===== src/ntaf_pkg.sv =====
// Shared types, codes and constants for the number-to-ASCII formatter.
`timescale 1ns / 1ps
package ntaf_pkg;

    localparam int VALUE_W        = 32;
    localparam int MAX_DEC_DIGITS = 9;
    localparam int MAX_BIN_DIGITS = 16;
    localparam int MAX_HEX_DIGITS = 8;

    localparam int BCD_DIGITS = 10;
    localparam int DATA_W     = BCD_DIGITS * 4;
    localparam int HEX_TOTAL  = VALUE_W / 4;
    localparam int SKIP_W     = $clog2(DATA_W);
    localparam int CONV_W     = $clog2(VALUE_W + 1);

    localparam logic [2:0] OP_BIN   = 3'd0;
    localparam logic [2:0] OP_UDEC  = 3'd1;
    localparam logic [2:0] OP_SDEC  = 3'd2;
    localparam logic [2:0] OP_HEX   = 3'd3;
    localparam logic [2:0] OP_HEX0X = 3'd4;

    localparam logic [6:0] CH_ZERO  = 7'h30;
    localparam logic [6:0] CH_UPA   = 7'h41;
    localparam logic [6:0] CH_SPACE = 7'h20;
    localparam logic [6:0] CH_PLUS  = 7'h2B;
    localparam logic [6:0] CH_MINUS = 7'h2D;
    localparam logic [6:0] CH_X     = 7'h78;

    localparam logic [3:0] DEC_SAT_DIGIT = 4'd9;
    localparam logic [3:0] HEX_TEN       = 4'd10;
    localparam logic [3:0] BCD_ADJ_MIN   = 4'd5;
    localparam logic [3:0] BCD_ADJ_ADD   = 4'd3;

    typedef struct packed {
        logic [2:0]         opcode;
        logic [VALUE_W-1:0] value;
        logic               zero_fill;
        logic [4:0]         digit_count;
    } t_in_item;

    typedef struct packed {
        logic [6:0] char_code;
        logic       last_char;
    } t_out_item;

    typedef enum logic [1:0] {
        MODE_BIN,
        MODE_DEC,
        MODE_HEX
    } t_mode;

    typedef enum logic [2:0] {
        S_IDLE,
        S_CONV,
        S_ALIGN,
        S_PRE0,
        S_PRE1,
        S_DIGIT
    } t_state;

    // Control for the digit shift register
    typedef struct packed {
        logic load;
        logic align;
        logic shift;
        logic nibble;
        logic track_ovf;
    } t_sr_ctl;

endpackage


===== src/ntaf_bcd.sv =====
// Bit-serial binary to BCD converter (shift and add-3), one bit per cycle.
`timescale 1ns / 1ps
module ntaf_bcd (
    input  logic                              i_clk,
    input  logic                              i_rst_n,
    input  logic                              i_load,
    input  logic [ntaf_pkg::VALUE_W-1:0]      i_mag,
    output logic                              o_done,
    output logic [ntaf_pkg::DATA_W-1:0]       o_bcd
);

    logic [ntaf_pkg::VALUE_W-1:0] r_bin, n_bin;
    logic [ntaf_pkg::DATA_W-1:0]  r_bcd, n_bcd;
    logic [ntaf_pkg::DATA_W-1:0]  adj;
    logic [ntaf_pkg::CONV_W-1:0]  r_cnt, n_cnt;
    logic                         r_done, n_done;

    always_comb begin
        for (int k = 0; k < ntaf_pkg::BCD_DIGITS; k++) begin
            if (r_bcd[4*k +: 4] >= ntaf_pkg::BCD_ADJ_MIN) begin
                adj[4*k +: 4] = r_bcd[4*k +: 4] + ntaf_pkg::BCD_ADJ_ADD;
            end else begin
                adj[4*k +: 4] = r_bcd[4*k +: 4];
            end
        end
    end

    always_comb begin
        n_bin  = r_bin;
        n_bcd  = r_bcd;
        n_cnt  = r_cnt;
        n_done = 1'b0;
        if (i_load) begin
            n_bin = i_mag;
            n_bcd = '0;
            n_cnt = ntaf_pkg::CONV_W'(ntaf_pkg::VALUE_W);
        end else if (r_cnt != '0) begin
            // adjust every digit, then take in the next binary bit
            n_bcd  = {adj[ntaf_pkg::DATA_W-2:0], r_bin[ntaf_pkg::VALUE_W-1]};
            n_bin  = {r_bin[ntaf_pkg::VALUE_W-2:0], 1'b0};
            n_cnt  = r_cnt - 1'b1;
            n_done = (r_cnt == ntaf_pkg::CONV_W'(1));
        end
    end

    always_ff @(posedge i_clk) begin
        r_bin <= n_bin;
        r_bcd <= n_bcd;
        if (!i_rst_n) begin
            r_cnt  <= '0;
            r_done <= 1'b0;
        end else begin
            r_cnt  <= n_cnt;
            r_done <= n_done;
        end
    end

    assign o_done = r_done;
    assign o_bcd  = r_bcd;

endmodule


===== src/ntaf_digit_sr.sv =====
// Digit shift register: skips unused high digits, flags decimal overflow, feeds digits out.
`timescale 1ns / 1ps
module ntaf_digit_sr (
    input  logic                             i_clk,
    input  logic                             i_rst_n,
    input  ntaf_pkg::t_sr_ctl                i_ctl,
    input  logic [ntaf_pkg::DATA_W-1:0]      i_data,
    input  logic [ntaf_pkg::SKIP_W-1:0]      i_skip,
    output logic [3:0]                       o_top_nib,
    output logic                             o_top_bit,
    output logic                             o_skip_done,
    output logic                             o_ovf
);

    logic [ntaf_pkg::DATA_W-1:0] r_data, n_data;
    logic [ntaf_pkg::SKIP_W-1:0] r_skip, n_skip;
    logic                        r_ovf, n_ovf;
    logic [ntaf_pkg::DATA_W-1:0] shifted;

    assign o_top_nib   = r_data[ntaf_pkg::DATA_W-1 -: 4];
    assign o_top_bit   = r_data[ntaf_pkg::DATA_W-1];
    assign o_skip_done = (r_skip == '0);
    assign o_ovf       = r_ovf;

    always_comb begin
        if (i_ctl.nibble) begin
            shifted = {r_data[ntaf_pkg::DATA_W-5:0], 4'b0};
        end else begin
            shifted = {r_data[ntaf_pkg::DATA_W-2:0], 1'b0};
        end
    end

    always_comb begin
        n_data = r_data;
        n_skip = r_skip;
        n_ovf  = r_ovf;
        if (i_ctl.load) begin
            n_data = i_data;
            n_skip = i_skip;
            n_ovf  = 1'b0;
        end else if (i_ctl.align) begin
            // a non-zero digit above the shown ones means the value does not fit
            n_data = shifted;
            n_skip = r_skip - 1'b1;
            if (i_ctl.track_ovf && (o_top_nib != 4'b0)) begin
                n_ovf = 1'b1;
            end
        end else if (i_ctl.shift) begin
            n_data = shifted;
        end
    end

    always_ff @(posedge i_clk) begin
        r_data <= n_data;
        if (!i_rst_n) begin
            r_skip <= '0;
            r_ovf  <= 1'b0;
        end else begin
            r_skip <= n_skip;
            r_ovf  <= n_ovf;
        end
    end

endmodule


===== src/number_to_ascii_formatter.sv =====
// Top level of the number-to-ASCII formatter: item decode, sequencing and character output.
`timescale 1ns / 1ps
// Takes one item when start is high and busy is low, and emits its characters one per
// cycle on o_result, each marked by a one-cycle o_strobe, last_char set on the final one.
// The receiver cannot stall, so it must take a beat on every strobe. An item with an
// unknown opcode or an out-of-range digit count is taken and gives no characters.
// Binary and hex items pass an alignment shift over the unused high digits, then emit the
// prefix, if any, and the digits. Decimal items first pass a bit-serial binary-to-BCD
// conversion, then the digit-per-cycle alignment shift over the unused ones of the ten BCD
// digits, then emit the sign, if any, and the digits.
module number_to_ascii_formatter (
    input  logic                 i_clk,
    input  logic                 i_rst_n,
    input  logic                 start,
    input  ntaf_pkg::t_in_item   i_item,
    output logic                 busy,
    output logic                 o_strobe,
    output ntaf_pkg::t_out_item  o_result
);

    ntaf_pkg::t_state r_state, n_state;
    ntaf_pkg::t_mode  r_mode, n_mode;
    logic             r_sign_pre, n_sign_pre;
    logic             r_hex_pre, n_hex_pre;
    logic             r_neg, n_neg;
    logic             r_shown, n_shown;
    logic [4:0]       r_left, n_left;
    logic             r_strobe, n_strobe;
    ntaf_pkg::t_out_item r_result, n_result;

    logic             accept;
    logic             item_ok;
    ntaf_pkg::t_mode  dec_mode;

    logic                              bcd_load;
    logic [ntaf_pkg::VALUE_W-1:0]      bcd_mag;
    logic                              bcd_done;
    logic [ntaf_pkg::DATA_W-1:0]       bcd_val;

    ntaf_pkg::t_sr_ctl                 sr_ctl;
    logic [ntaf_pkg::DATA_W-1:0]       sr_data;
    logic [ntaf_pkg::SKIP_W-1:0]       sr_skip;
    logic [3:0]                        sr_nib;
    logic                              sr_bit;
    logic                              sr_skip_done;
    logic                              sr_ovf;

    logic [3:0]                        dec_dig;
    logic [6:0]                        digit_char;
    logic                              dec_space;

    assign busy     = (r_state != ntaf_pkg::S_IDLE);
    assign accept   = start && !busy;
    assign o_strobe = r_strobe;
    assign o_result = r_result;

    ntaf_bcd u_bcd (
        .i_clk   (i_clk),
        .i_rst_n (i_rst_n),
        .i_load  (bcd_load),
        .i_mag   (bcd_mag),
        .o_done  (bcd_done),
        .o_bcd   (bcd_val)
    );

    ntaf_digit_sr u_sr (
        .i_clk       (i_clk),
        .i_rst_n     (i_rst_n),
        .i_ctl       (sr_ctl),
        .i_data      (sr_data),
        .i_skip      (sr_skip),
        .o_top_nib   (sr_nib),
        .o_top_bit   (sr_bit),
        .o_skip_done (sr_skip_done),
        .o_ovf       (sr_ovf)
    );

    // Item decode: format and digit-count range check
    always_comb begin
        dec_mode = ntaf_pkg::MODE_BIN;
        item_ok  = 1'b0;
        unique case (i_item.opcode) inside
            ntaf_pkg::OP_BIN: begin
                dec_mode = ntaf_pkg::MODE_BIN;
                item_ok  = (i_item.digit_count <= 5'(ntaf_pkg::MAX_BIN_DIGITS));
            end
            ntaf_pkg::OP_UDEC, ntaf_pkg::OP_SDEC: begin
                dec_mode = ntaf_pkg::MODE_DEC;
                item_ok  = (i_item.digit_count <= 5'(ntaf_pkg::MAX_DEC_DIGITS));
            end
            ntaf_pkg::OP_HEX, ntaf_pkg::OP_HEX0X: begin
                dec_mode = ntaf_pkg::MODE_HEX;
                item_ok  = (i_item.digit_count <= 5'(ntaf_pkg::MAX_HEX_DIGITS));
            end
            default: begin
                dec_mode = ntaf_pkg::MODE_BIN;
                item_ok  = 1'b0;
            end
        endcase
        if (i_item.digit_count == 5'd0) begin
            item_ok = 1'b0;
        end
    end

    // Next state
    always_comb begin
        n_state = r_state;
        unique case (r_state)
            ntaf_pkg::S_IDLE: begin
                if (accept && item_ok) begin
                    n_state = (dec_mode == ntaf_pkg::MODE_DEC) ? ntaf_pkg::S_CONV
                                                              : ntaf_pkg::S_ALIGN;
                end
            end
            ntaf_pkg::S_CONV: begin
                if (bcd_done) begin
                    n_state = ntaf_pkg::S_ALIGN;
                end
            end
            ntaf_pkg::S_ALIGN: begin
                if (sr_skip_done) begin
                    n_state = (r_sign_pre || r_hex_pre) ? ntaf_pkg::S_PRE0
                                                        : ntaf_pkg::S_DIGIT;
                end
            end
            ntaf_pkg::S_PRE0: begin
                n_state = r_hex_pre ? ntaf_pkg::S_PRE1 : ntaf_pkg::S_DIGIT;
            end
            ntaf_pkg::S_PRE1: begin
                n_state = ntaf_pkg::S_DIGIT;
            end
            ntaf_pkg::S_DIGIT: begin
                if (r_left == 5'd1) begin
                    n_state = ntaf_pkg::S_IDLE;
                end
            end
            default: begin
                n_state = ntaf_pkg::S_IDLE;
            end
        endcase
    end

    // Character for the digit at the top of the shift register
    always_comb begin
        dec_dig   = sr_ovf ? ntaf_pkg::DEC_SAT_DIGIT : sr_nib;
        dec_space = !r_shown && (dec_dig == 4'd0) && (r_left != 5'd1);
        case (r_mode)
            ntaf_pkg::MODE_BIN: begin
                digit_char = ntaf_pkg::CH_ZERO + 7'(sr_bit);
            end
            ntaf_pkg::MODE_HEX: begin
                if (sr_nib < ntaf_pkg::HEX_TEN) begin
                    digit_char = ntaf_pkg::CH_ZERO + 7'(sr_nib);
                end else begin
                    digit_char = ntaf_pkg::CH_UPA + 7'(sr_nib - ntaf_pkg::HEX_TEN);
                end
            end
            default: begin
                digit_char = dec_space ? ntaf_pkg::CH_SPACE
                                       : ntaf_pkg::CH_ZERO + 7'(dec_dig);
            end
        endcase
    end

    // Outputs and datapath control
    always_comb begin
        n_mode     = r_mode;
        n_sign_pre = r_sign_pre;
        n_hex_pre  = r_hex_pre;
        n_neg      = r_neg;
        n_shown    = r_shown;
        n_left     = r_left;
        n_strobe   = 1'b0;
        n_result   = r_result;
        bcd_load   = 1'b0;
        bcd_mag    = i_item.value;
        sr_data    = {i_item.value, (ntaf_pkg::DATA_W - ntaf_pkg::VALUE_W)'(0)};
        sr_skip    = '0;
        sr_ctl     = '0;
        sr_ctl.nibble    = (r_mode != ntaf_pkg::MODE_BIN);
        sr_ctl.track_ovf = (r_mode == ntaf_pkg::MODE_DEC);

        unique case (r_state)
            ntaf_pkg::S_IDLE: begin
                if (accept && item_ok) begin
                    n_mode     = dec_mode;
                    n_sign_pre = (i_item.opcode == ntaf_pkg::OP_SDEC);
                    n_hex_pre  = (i_item.opcode == ntaf_pkg::OP_HEX0X);
                    n_neg      = (i_item.opcode == ntaf_pkg::OP_SDEC)
                                 && i_item.value[ntaf_pkg::VALUE_W-1];
                    n_shown    = i_item.zero_fill;
                    n_left     = i_item.digit_count;
                    if (n_neg) begin
                        bcd_mag = ~i_item.value + ntaf_pkg::VALUE_W'(1);
                    end
                    bcd_load = (dec_mode == ntaf_pkg::MODE_DEC);
                    sr_ctl.load = (dec_mode != ntaf_pkg::MODE_DEC);
                    if (dec_mode == ntaf_pkg::MODE_BIN) begin
                        sr_skip = ntaf_pkg::SKIP_W'(ntaf_pkg::VALUE_W)
                                  - ntaf_pkg::SKIP_W'(i_item.digit_count);
                    end else begin
                        sr_skip = ntaf_pkg::SKIP_W'(ntaf_pkg::HEX_TOTAL)
                                  - ntaf_pkg::SKIP_W'(i_item.digit_count);
                    end
                end
            end
            ntaf_pkg::S_CONV: begin
                sr_data     = bcd_val;
                sr_skip     = ntaf_pkg::SKIP_W'(ntaf_pkg::BCD_DIGITS)
                              - ntaf_pkg::SKIP_W'(r_left);
                sr_ctl.load = bcd_done;
            end
            ntaf_pkg::S_ALIGN: begin
                sr_ctl.align = !sr_skip_done;
            end
            ntaf_pkg::S_PRE0: begin
                n_strobe = 1'b1;
                n_result.last_char = 1'b0;
                if (r_sign_pre) begin
                    n_result.char_code = r_neg ? ntaf_pkg::CH_MINUS : ntaf_pkg::CH_PLUS;
                end else begin
                    n_result.char_code = ntaf_pkg::CH_ZERO;
                end
            end
            ntaf_pkg::S_PRE1: begin
                n_strobe = 1'b1;
                n_result.last_char = 1'b0;
                n_result.char_code = ntaf_pkg::CH_X;
            end
            ntaf_pkg::S_DIGIT: begin
                n_strobe = 1'b1;
                n_result.char_code = digit_char;
                n_result.last_char = (r_left == 5'd1);
                sr_ctl.shift = 1'b1;
                n_left = r_left - 5'd1;
                if (!dec_space) begin
                    n_shown = 1'b1;
                end
            end
            default: begin
                n_strobe = 1'b0;
            end
        endcase
    end

    always_ff @(posedge i_clk) begin
        r_mode     <= n_mode;
        r_sign_pre <= n_sign_pre;
        r_hex_pre  <= n_hex_pre;
        r_neg      <= n_neg;
        r_shown    <= n_shown;
        r_result   <= n_result;
        if (!i_rst_n) begin
            r_state  <= ntaf_pkg::S_IDLE;
            r_left   <= '0;
            r_strobe <= 1'b0;
        end else begin
            r_state  <= n_state;
            r_left   <= n_left;
            r_strobe <= n_strobe;
        end
    end

    // A beat only follows a cycle that produced a character
    a_strobe_src: assert property (@(posedge i_clk) disable iff (!i_rst_n)
        o_strobe |-> ($past(r_state) == ntaf_pkg::S_PRE0 || $past(r_state) == ntaf_pkg::S_PRE1
                      || $past(r_state) == ntaf_pkg::S_DIGIT))
        else $error("strobe without a character source");

    // The final beat of an item leaves the block free
    a_last_idle: assert property (@(posedge i_clk) disable iff (!i_rst_n)
        (o_strobe && o_result.last_char) |-> !busy)
        else $error("block still busy after last character");

    // Digits are only emitted while some remain
    a_left_nz: assert property (@(posedge i_clk) disable iff (!i_rst_n)
        (r_state == ntaf_pkg::S_DIGIT) |-> (r_left != 5'd0))
        else $error("digit state with no digits left");

    // Conversion only runs for decimal items
    a_conv_dec: assert property (@(posedge i_clk) disable iff (!i_rst_n)
        (r_state == ntaf_pkg::S_CONV) |-> (r_mode == ntaf_pkg::MODE_DEC))
        else $error("BCD conversion for a non-decimal item");

endmodule


===== config.mk =====
export PLATFORM = sky130hd
export DESIGN_NAME = number_to_ascii_formatter
export DESIGN_NICKNAME = d
export VERILOG_FILES = /design/src/ntaf_pkg.sv /design/src/ntaf_bcd.sv /design/src/ntaf_digit_sr.sv /design/src/number_to_ascii_formatter.sv
export SDC_FILE = /design/constraint.sdc
export NUM_CORES = 1
export LEC_CHECK = 0
export BUFFER_PORTS_ARGS = -buffer_cell sky130_fd_sc_hd__buf_2
export CAP_MARGIN = 15
export CORE_MARGIN = 5
export CORE_UTILIZATION = 60
export CTS_CLUSTER_DIAMETER = 200
export CTS_CLUSTER_SIZE = 12
export DETAILED_ROUTE_END_ITERATION = 16
export GPL_ROUTABILITY_DRIVEN = 0
export GPL_TIMING_DRIVEN = 0
export HOLD_SLACK_MARGIN = 0.15
export PLACE_DENSITY = 0.78
export SLEW_MARGIN = 10
export SYNTH_ARGS = -nofsm -noshare
export SYNTH_HDL_FRONTEND = slang
export SYNTH_SLANG_ARGS = --single-unit

===== constraint.sdc =====
create_clock -name i_clk -period 6.17 [get_ports i_clk]
set_clock_uncertainty 0.15 [all_clocks]
set_input_delay 1.234 -clock i_clk [delete_from_list [all_inputs] [get_ports i_clk]]
set_output_delay 1.234 -clock i_clk [all_outputs]
set_load 0.02 [all_outputs]

* Yosys cells after proc, flatten, opt, wreduce, memory -nomap -nowiden
Index checks and enable logic that the tools add are counted.
W data, S select, Z words.
** Storage, ports and cells
- Flip-flop bits (word level) :: 149
- Input port bits :: 44
- Output and inout port bits :: 10
** Cells by class
- Add/subtract/negate cells :: 22
- $lt $le $gt $ge :: 14
- Eq/ne operators :: 21
- Muxes and demuxes :: 57
- Bitwise logic cells :: 3
- Reduce and logical (&&, ||, !) cells :: 37
** Operators with widths (count)
- $mux W40 :: 5
- $mux W32 :: 5
- $ge A4 B3 Y1 const B :: 10
- $mux W4 :: 10
- $add A4 B2 Y4 const B :: 9
- $mux W6 :: 6
- $add A32 B1 Y32 const B :: 1
- $not A32 Y32 :: 1
- $pmux W8 S3 :: 1
- $mux W3 :: 7
- $pmux W3 S6 :: 1
- $add A6 B4 Y7 const A :: 2
- $mux W7 :: 2
- $pmux W7 S2 :: 1
- $eq A3 B2 Y1 const B :: 4
- $pmux W6 S2 :: 1
- $sub A4 B5 Y6 const A :: 2
- $sub A6 B1 Y6 const B :: 2
- $le A5 B4 Y1 const B :: 2
- $mux W1 :: 10
- $mux W5 :: 2
- $pmux W5 S2 :: 1
- $eq A3 B3 Y1 const B :: 3
- $reduce_bool A3 Y1 :: 3
- 37 further kinds :: 63

* Logic depth before layout (Yosys ltp)
Gate-level depths: netlist of run 1.
- Depth in word-level cells :: 8
- Gate-level depth with buffers :: 13
- Depth with buffers taken out :: 13

* By module
From an unflattened synthesis of run 1, not the netlist that was laid out.
** Second synthesis, totals
- Cells, all modules :: 1122
- Area, all modules :: 9731.8 sq um
** Modules (own cells, without submodules)
- ntaf_bcd :: instances 1, cells each 461, area an instance 4299.1 sq um, seq. area each 1901.8 sq um
- number_to_ascii_formatter :: instances 1, cells each 447, area an instance 3047.9 sq um, seq. area each 600.6 sq um
- ntaf_digit_sr :: instances 1, cells each 214, area an instance 2384.8 sq um, seq. area each 1341.3 sq um

* Worst setup path before layout of run 1
Ideal clock, no wire load.
- Kind :: input port to flip-flop
- Start :: input i_item[2] in the netlist's numbering
- End :: register u_sr.r_data[0] in the netlist's numbering (enable)
- Data arrival time :: 4.162 ns
- Required time :: 5.615 ns
- Setup slack :: 1.453 ns
- Stages on the path :: 10
- Cells stage by stage :: clkbuf_1 > nand2b_1 > or2_2 > inv_1 > ha_1 > nand2b_1 > or3_1 > or3_4 > a31oi_1 > nand3b_1
** Between the ends
- Word-level cells in the longest chain between the ends :: 7
- Elaborated cells on any way between the ends :: 10
- Classes of those cells :: 3 x order compare; 4 x mux; 3 x reduce/logical
** Ends and longest elaborated chain
- start, declared :: RTL line number_to_ascii_formatter.sv:15 : input ntaf_pkg::t_in_item i_item,
- $le A5 B4 Y1 (tied with other cells) :: RTL line number_to_ascii_formatter.sv:93 : item_ok = (i_item.digit_count <= 5'(ntaf_pkg::MAX_HEX_DIGITS));
- $pmux W1 S3 :: RTL line number_to_ascii_formatter.sv:82 : unique case (i_item.opcode) inside
- $mux W1 * :: RTL line number_to_ascii_formatter.sv:100 : if (i_item.digit_count == 5'd0) begin
- $logic_and A1 B1 Y1 * :: RTL line number_to_ascii_formatter.sv:185 : if (accept && item_ok) begin
- $mux W1 * :: RTL line number_to_ascii_formatter.sv:185
- $pmux W1 S2 * :: RTL line number_to_ascii_formatter.sv:183 : unique case (r_state)
- $reduce_bool A3 Y1 (no line) *
- end signal, assigned :: RTL line ntaf_digit_sr.sv:54 : r_data <= n_data;
- end, declared :: RTL line ntaf_digit_sr.sv:15 : logic [ntaf_pkg::DATA_W-1:0] r_data, n_data;
Mark *: on every way between the ends. The rest lies on a longest branch, timed or not.
A chain may end at the register's enable or synchronous reset.

* Worst setup path after layout of run 1
- Start :: input i_item[0] in the netlist's numbering
- End :: register u_sr.r_data[36] in the netlist's numbering (enable)
Same word-level chain as after synthesis.

==> summary.md, run 1 <==
| Metric | Value |
|---|---|
| Outcome | complete, no violations |
| Net Sw Power | 1.57 mW |
| Area grow syn2layout | 12.2% |
| Min cycle time layout | 4310 ps |
| Number of synthesized flops with an enable pin | 86 |
| Seq/Total Area, Yosys | between 40% and 50% |
| Post-Synth XOR/XNOR Area | under 10% |
| Worst VDD drop | roughly 0.28 mV |
| Hold Crit Depth | 2 |
| P_int | 2.68 mW |
| Slew HR | ~37% |
| Chip width | ~130 um |
| Worst-path cell chain | buf_2 -> inv_1 -> ha_1 -> nand2b_1 -> or2_2 -> inv_1 -> ha_1 -> nand2b_1 -> or3_1 -> or3_4 -> a31oi_1 -> nand3b_1 -> buf_8 |
| Final worst-path cycle share | a little over two thirds |
| Port Buffers | 49 |
| Clk root buf | clkbuf_16 |
| Starting Density | between 60% and 70% |
| Hold path endpoint | u_bcd.r_cnt[4]$_SDFFE_PP0P_ |
| Crit-path slowest cell | a31oi_1 |
| Antenna violations before repair | 0 |
| R2r setup slk | about 3000 ps |
| Synth Area in Compound Gates | around 15% |
| Worst reg2reg path startpoint | r_state[1]$_SDFFE_PN0P_ |
| Routed Antenna Nets | 0 |
| Drt wl/cell | about 18 um |
| Vias per cell | 6.17 |
| Setup Viol. Count Final | 0 |
| RSZ-0062 raised after global routing | no |
| DRC viols | 0 |
| Nature of the critical path endpoint | flop |
| Share of power burned in registers | between 40% and 50% |
| CP Data Arrival Time | between 4000 and 5000 ps |
| Count of pins over their slew limit | 0 |
| Post-CTS setup buffers | 0 |
| Overall routing resource usage | between 20 and 30% |
| Hold_buf cts | 0 |
| Main combinational cell family by area after synthesis | simple AND/OR/NAND/NOR gates |
| Hold_sp | u_bcd.r_cnt[4]$_SDFFE_PP0P_ |
| FMAX | 232 MHz |
| Core ar. | 14600 um^2 |
| Post_cts resized | 0 |
| CTS Buf Count | 17 |
| Mux cell area share after synthesis | 11.0% |
| Post-layout util | between 60% and 70% |
| MaxCap Viol Count | 0 |
| Largest net degree at the start of global routing | 33 |
| Combinational Power Share | a little over a third |
| Multi-input logic area | 4770 um^2 |
| Tot Pwr | 4.25 mW |
| Most frequent cells in the layout | mux2i_1 (97), nand2_1 (94), nor2_1 (87), edfxtp_1 (86), o21ai_0 (76) |
| R2R depth | 8 |
| CP startpoint | i_item[0] |
| Reg area | between 3000 and 4000 um^2 |
| Fin nets | 1139 |
| CTS tree | done |
| Layout cells sized above 1 | around a tenth |
| H-Tree Depth | 4 |
| CP startpoint kind | input port |
| Average size of a mapped cell | roughly 9.1 um^2 |
| Post-synth ARST share | 0% |
| Most common cell after layout, fill and taps aside | mux2i_1 |
| Pre-antenna DRT Iters | 5 |
| Detailed-route via count | 7738 |
| Clk sink count | 149 |
| Setup TNS | 0 ps |
| Rows | 44 |
| Kind of critical path | in2reg |
| Lkg Pwr | 3.68 nW |
| Sw Share | a little under two fifths |
| Hold Vio Cnt, Final | 0 |
| Chip Height | 133 um |
| Number of synthesized register bits | 149 |
| Crit Reg-Reg Endpoint | u_sr.r_data[36]$_DFFE_PP_ |
| Clock-pin slew on the worst setup and hold paths | 60 ps |
| Total gr overflow | 0 |
| Syn nets | 1069 |
| Via count of the first global-routing pass | 7100 |
| CP required | 6150 ps |
| Worst skew pair latency | roughly 430 ps |
| Synth Area in Adders | between 5 and 6% |
| Power Dens Cells | approximately 420 nW/um^2 |
| Top FF cell, synth | edfxtp_1 |
| Worst path max stage delay | about 500 ps |
| Initial DRC count | 716 |
| Least-Margin Pin Slew | slightly above 900 ps |
| Die area | ~18000 um^2 |
| Simple-Gate Fraction of Synth Area | between 10% and 20% |
| IO Pins | 54 |
| Layout fillers | 1115 |
| Yosys warning total | 0 |
| Clock power share | roughly a quarter |
| CP max FO | 17 |
| Post-Syn Instances | a little under 1000 |
| Mapped cell area | around 9000 um^2 |
| Worst min path class | reg2reg |
| Final Instance Area | between 10000 and 15000 um^2 |
| Synth unique cells | 61 |
| Global-route wire length before repair | approximately 37000 um |
| Post-Route WL | 22700 um |
| Area after DPL | approximately 9500 um^2 |
| Detail Placement HPWL | about 16000 um |
| Maximum clock path buffer count | 2 |
| Diodes inserted | 0 |
## through the flow
stage / hold slack (ps) / std cells / worst slack (ps)
after CTS: 334 / 1255 / 1890
after global placement: 314 / 1221 / 556
after floorplan: 299 / 988 / 1450
after detailed placement: 326 / 1223 / 1460
after global routing: 371 / 1255 / 1650
final: 331 / 1255 / 1860
## worst max path at each step
stage / to / depth (start not counted) / slack, ps
global route: u_bcd.r_bin[0]$_SDFFCE_PN0P_ / 10 / 1650
detailed placement: u_sr.r_data[23]$_DFFE_PP_ / 13 / 1460
finish: u_sr.r_data[36]$_DFFE_PP_ / 13 / 1860
global placement: u_sr.r_data[20]$_DFFE_PP_ / 12 / 560
CTS: u_sr.r_data[27]$_DFFE_PP_ / 13 / 1890
floorplan: u_sr.r_data[0]$_SDFFCE_PN0P_ / 10 / 1450
## sequential cells by signal, indices dropped and copies added (netlist names), 2 cells and up
signal / cells
o_result: 8
u_bcd.r_bin: 32
r_state: 3
u_sr.r_skip: 6
u_bcd.r_cnt: 6
u_sr.r_data: 40
r_mode: 2
r_left: 5
u_bcd.o_bcd: 40
## power groups by stage
stage / combinational (mW) / clock [mW] / sequential (mW)
floorplan: 1.15 / 0 / 1.64
finish: 1.51 / 1.03 / 1.70
global placement: 1.44 / 0 / 1.71
detailed placement: 1.49 / 0 / 1.72
global route: 1.72 / 1.09 / 1.74
CTS: 1.50 / 1.04 / 1.70
## cell usage after synthesis (all sizes together), types with 3 or more instances
| cell type | instances | area [um^2] |
|---|---|---|
| or3 | 31 | 199 |
| clkbuf | 32 | 120 |
| ha | 37 | 463 |
| and2 | 4 | 25.0 |
| o211ai | 4 | 30.0 |
| dfxtp | 63 | 1260 |
| a31oi | 37 | 231 |
| nand3b | 6 | 45.0 |
| or2 | 5 | 31.3 |
| o22ai | 6 | 37.5 |
| edfxtp | 86 | 2580 |
| nand2 | 95 | 357 |
| inv | 47 | 176 |
| or4 | 7 | 52.6 |
| nand3 | 26 | 130 |
| xor2 | 14 | 123 |
| nand2b | 19 | 119 |
| buf | 18 | 116 |
| nor3 | 23 | 126 |
| nor3b | 10 | 75.1 |
| o311ai | 3 | 26.3 |
| mux2i | 97 | 971 |
| and3 | 5 | 31.3 |
| nor4b | 4 | 35.0 |
| a21oi | 71 | 355 |
| o21ai | 78 | 390 |
| xnor2 | 18 | 158 |
| nor4 | 12 | 75.1 |
| a211oi | 9 | 67.6 |
| nor2b | 3 | 18.8 |
| nor2 | 87 | 327 |
## critical path, delay by kind of cell
family	cells	cell delay [ps]
AND/OR/NAND/NOR	6	1660
buffers and inverters	4	500
AO/OA/AOI/OAI	1	500
adder cells (fa/ha/maj)	2	390
## kinds of logic (layout without fill, tap and decap cells)
family | count (synthesis) | in the layout
buffers and inverters | 99 | 182
AOI/OAI and AO/OA | 232 | 232
muxes | 99 | 99
xor gates and xnor gates | 32 | 32
DFF | 149 | 149
and+or+nand+nor | 340 | 340
adders and majority gates | 37 | 37
## layout make-up
cell class                 instances  area share [%]
clock inverter                     7           0.654
multi-input combinational        740            47.1
sequential                       149            37.9
tap                              184            2.27
timing repair buffer              51            2.72
buffer                            50            2.33
inverter                          49            1.81
clock buffer                      25            5.20
## per-layer routing
metal  wire length (um)  GRT usage (%)  part of all wire [%]  vias to the layer above
met3               1600           5.01                   7.0                       35
met2              10400           39.6                    46                      283
li1                   -              -                     -                     3748
met4                436           9.06                   1.9                        0
met1              10300           36.6                    45                     3672
met5                  0              0                     0                        -
No activity file was read; power rests on OpenSTA's default activity.
==> run 2: changes to the inputs <==
==> constraint.sdc (replaced) <==
create_clock -name i_clk -period 4.35 [get_ports i_clk]
set_clock_uncertainty 0.15 [all_clocks]
set_input_delay 0.87 -clock i_clk [delete_from_list [all_inputs] [get_ports i_clk]]
set_output_delay 0.87 -clock i_clk [all_outputs]
set_load 0.02 [all_outputs]
==> run 2 against run 1 <==
Flip-flop and latch count is the same. Sequential power grew 42%. Highest routed layer unchanged. Routed wire length grew 0.59%. Critical endpoint is now u_bcd.r_bin[8]$_DFFE_PP_. Die area is the same. Via count shrank 1.4%.
==> summary.md, run 2 (synthesis results as in run 1) <==
| Metric | Value |
|---|---|
| Outcome | complete, no violations |
| Rows | 44 (unchanged) |
| Count of pins over their slew limit | 0 (unchanged) |
| Lkg Pwr | 3.67 nW (-0.29%) |
| Final worst-path cycle share | approximately 92% |
| R2r setup slk | 1290 ps (-1690 ps) |
| Vias per cell | 6.07 (-1.5%) |
| Slew HR | 32.4% (-4.9 points) |
| Maximum clock path buffer count | 2 (unchanged) |
| Crit Reg-Reg Endpoint | u_sr.r_data[13]$_DFFE_PP_ |
| CP required | 4180 ps (-1970 ps) |
| Post_cts resized | 0 (unchanged) |
| Worst VDD drop | 0.535 mV (+89%) |
| Global-route wire length before repair | 36900 um (+0.58%) |
| Nature of the critical path endpoint | flop |
| Diodes inserted | 0 (unchanged) |
| FMAX | around 250 MHz |
| Hold_buf cts | 0 (unchanged) |
| Worst reg2reg path startpoint | r_state[1]$_SDFFE_PN0P_ |
| Worst min path class | reg2reg |
| Port Buffers | 49 (unchanged) |
| Clk sink count | 149 (unchanged) |
| Kind of critical path | in2reg |
| Setup Viol. Count Final | 0 (unchanged) |
| Net Sw Power | 2.26 mW (+44%) |
| Layout fillers | 1144 (+2.6%) |
| Area grow syn2layout | 12.2% (about the same) |
| Antenna violations before repair | 0 (unchanged) |
| Area after DPL | 9550 um^2 (about the same) |
| Hold Crit Depth | 2 (unchanged) |
| Most common cell after layout, fill and taps aside | mux2i_1 |
| Starting Density | 61.7% (unchanged) |
| CP Data Arrival Time | 3850 ps (-440 ps) |
| Combinational Power Share | 35.7% (about the same) |
| Initial DRC count | 765 (+6.8%) |
| Sw Share | 37.7% (+0.64 points) |
| RSZ-0062 raised after global routing | no |
| Largest net degree at the start of global routing | 33 (unchanged) |
| Reg area | 3840 um^2 (unchanged) |
| Detail Placement HPWL | 16600 um (+0.80%) |
| Clock power share | 24.2% (about the same) |
| CTS tree | done |
| Chip Height | 133 um (unchanged) |
| Clock-pin slew on the worst setup and hold paths | 60 ps (about the same) |
| IO Pins | 54 (unchanged) |
| Power Dens Cells | 593 nW/um^2 (+41%) |
| Final Instance Area | 10100 um^2 (about the same) |
| CP max FO | 32 (+15) |
| MaxCap Viol Count | 0 (unchanged) |
| Most frequent cells in the layout | mux2i_1 (97), nand2_1 (94), nor2_1 (87), edfxtp_1 (86), o21ai_0 (77) |
| DRC viols | 0 (unchanged) |
| Die area | 17600 um^2 (unchanged) |
| Post-Route WL | 22800 um (+0.59%) |
| Worst setup endpoint | u_bcd.r_bin[8]$_DFFE_PP_ |
| Post-layout util | 69.2% (about the same) |
| Total gr overflow | 0 (unchanged) |
| Fin nets | 1140 (+0.088%) |
| Routed Antenna Nets | 0 (unchanged) |
| Min cycle time layout | a little over 4000 ps |
| Overall routing resource usage | 25.9% (+0.12 points) |
| Chip width | 133 um (unchanged) |
| H-Tree Depth | 4 (unchanged) |
| Least-Margin Pin Slew | 1000 ps (+71.9 ps) |
| Drt wl/cell | 18.2 um (+0.51%) |
| CTS Buf Count | 17 (unchanged) |
| Detailed-route via count | 7626 (-1.4%) |
| Multi-input logic area | 4780 um^2 (+0.13%) |
| Via count of the first global-routing pass | 7226 (+1.8%) |
| Layout cells sized above 1 | 10.4% (+0.27 points) |
| Share of power burned in registers | 40.2% (about the same) |
| CP startpoint kind | input port |
| Post-CTS setup buffers | 0 (unchanged) |
| R2R depth | 8 (unchanged) |
| P_int | 3.75 mW (+40%) |
| Clk root buf | clkbuf_16 |
| Worst skew pair latency | 430 ps (about the same) |
| Core ar. | 14600 um^2 (unchanged) |
| Pre-antenna DRT Iters | 7 (+2) |
| Hold Vio Cnt, Final | 0 (unchanged) |
| Setup TNS | 0 ps (unchanged) |
| CP startpoint | i_item[0] |
[run 2: cell count changes in the layout (fill, tap and decap cells not counted), sizes merged]
cell      before  now
clkbuf        57   49
clkinv         7   10
clkinvlp       1    3
inv           47   49
buf           69   70
bufinv         1    2
[run 2: power by group through the flow]
stage	Clock (mW)	Combinational, mW	Sequential, mW
after floorplan	0	1.63	2.32
after global placement	0	2.04	2.43
after detailed placement	0	2.11	2.43
after CTS	1.46	2.14	2.41
after global routing	1.54	2.44	2.47
final	1.45	2.14	2.42
[run 2: worst min-delay path by stage]
stage	from	endpoint	slack [ps]
3_5_place_dp	u_bcd.r_cnt[4]$_SDFFE_PP0P_	u_bcd.r_cnt[4]$_SDFFE_PP0P_	320
5_1_grt	u_bcd.r_cnt[4]$_SDFFE_PP0P_	u_bcd.r_cnt[4]$_SDFFE_PP0P_	370
4_1_cts	u_bcd.r_cnt[4]$_SDFFE_PP0P_	u_bcd.r_cnt[4]$_SDFFE_PP0P_	330
6_report	u_bcd.r_cnt[4]$_SDFFE_PP0P_	u_bcd.r_cnt[4]$_SDFFE_PP0P_	330
2_1_floorplan	u_bcd.r_cnt[4]$_SDFFE_PP0P_	u_bcd.r_cnt[4]$_SDFFE_PP0P_	300
3_3_place_gp	u_bcd.r_cnt[4]$_SDFFE_PP0P_	u_bcd.r_cnt[4]$_SDFFE_PP0P_	310
[run 2: critical path, cell delays in order]
cell and delay (ps):
buf_2 140, inv_1 60, ha_1 240, nand2b_1 190, or2_2 160, ha_1 170, nor3_1 70, o311ai_0 660
clkbuf_1 600, nand2_2 640
[run 2: routing by layer]
metal  vias to the layer above  part of all wire, %  global-route usage [%]
li1                       3740                    -                       -
met1                      3570                   46                    36.3
met2                       275                   45                    40.2
met3                        41                  7.1                    5.35
met4                         0                  2.4                    9.06
met5                         -                    0                       0
[run 2: cell type report]
class | count | area share [%]
multi-input cells | 740 | 47.1
inverters | 49 | 1.81
flip-flops and latches | 149 | 37.9
clock inverters | 15 | 1.56
repair buffers | 52 | 2.77
well taps | 184 | 2.27
clock buffers | 17 | 4.20
plain buffers | 50 | 2.33
[run 2: through the flow]
| stage | hold WS (ps) | power, mW | instances | setup WS [ps] |
|---|---|---|---|---|
| after floorplan | 299 | 3.95 | 988 | 91.4 |
| after detailed placement | 323 | 4.55 | 1223 | 4.75 |
| final | 328 | 6.01 | 1256 | 327 |
| after global routing | 365 | 6.44 | 1256 | 175 |
| after global placement | 313 | 4.47 | 1221 | -786 |
| after CTS | 334 | 6.01 | 1255 | 448 |
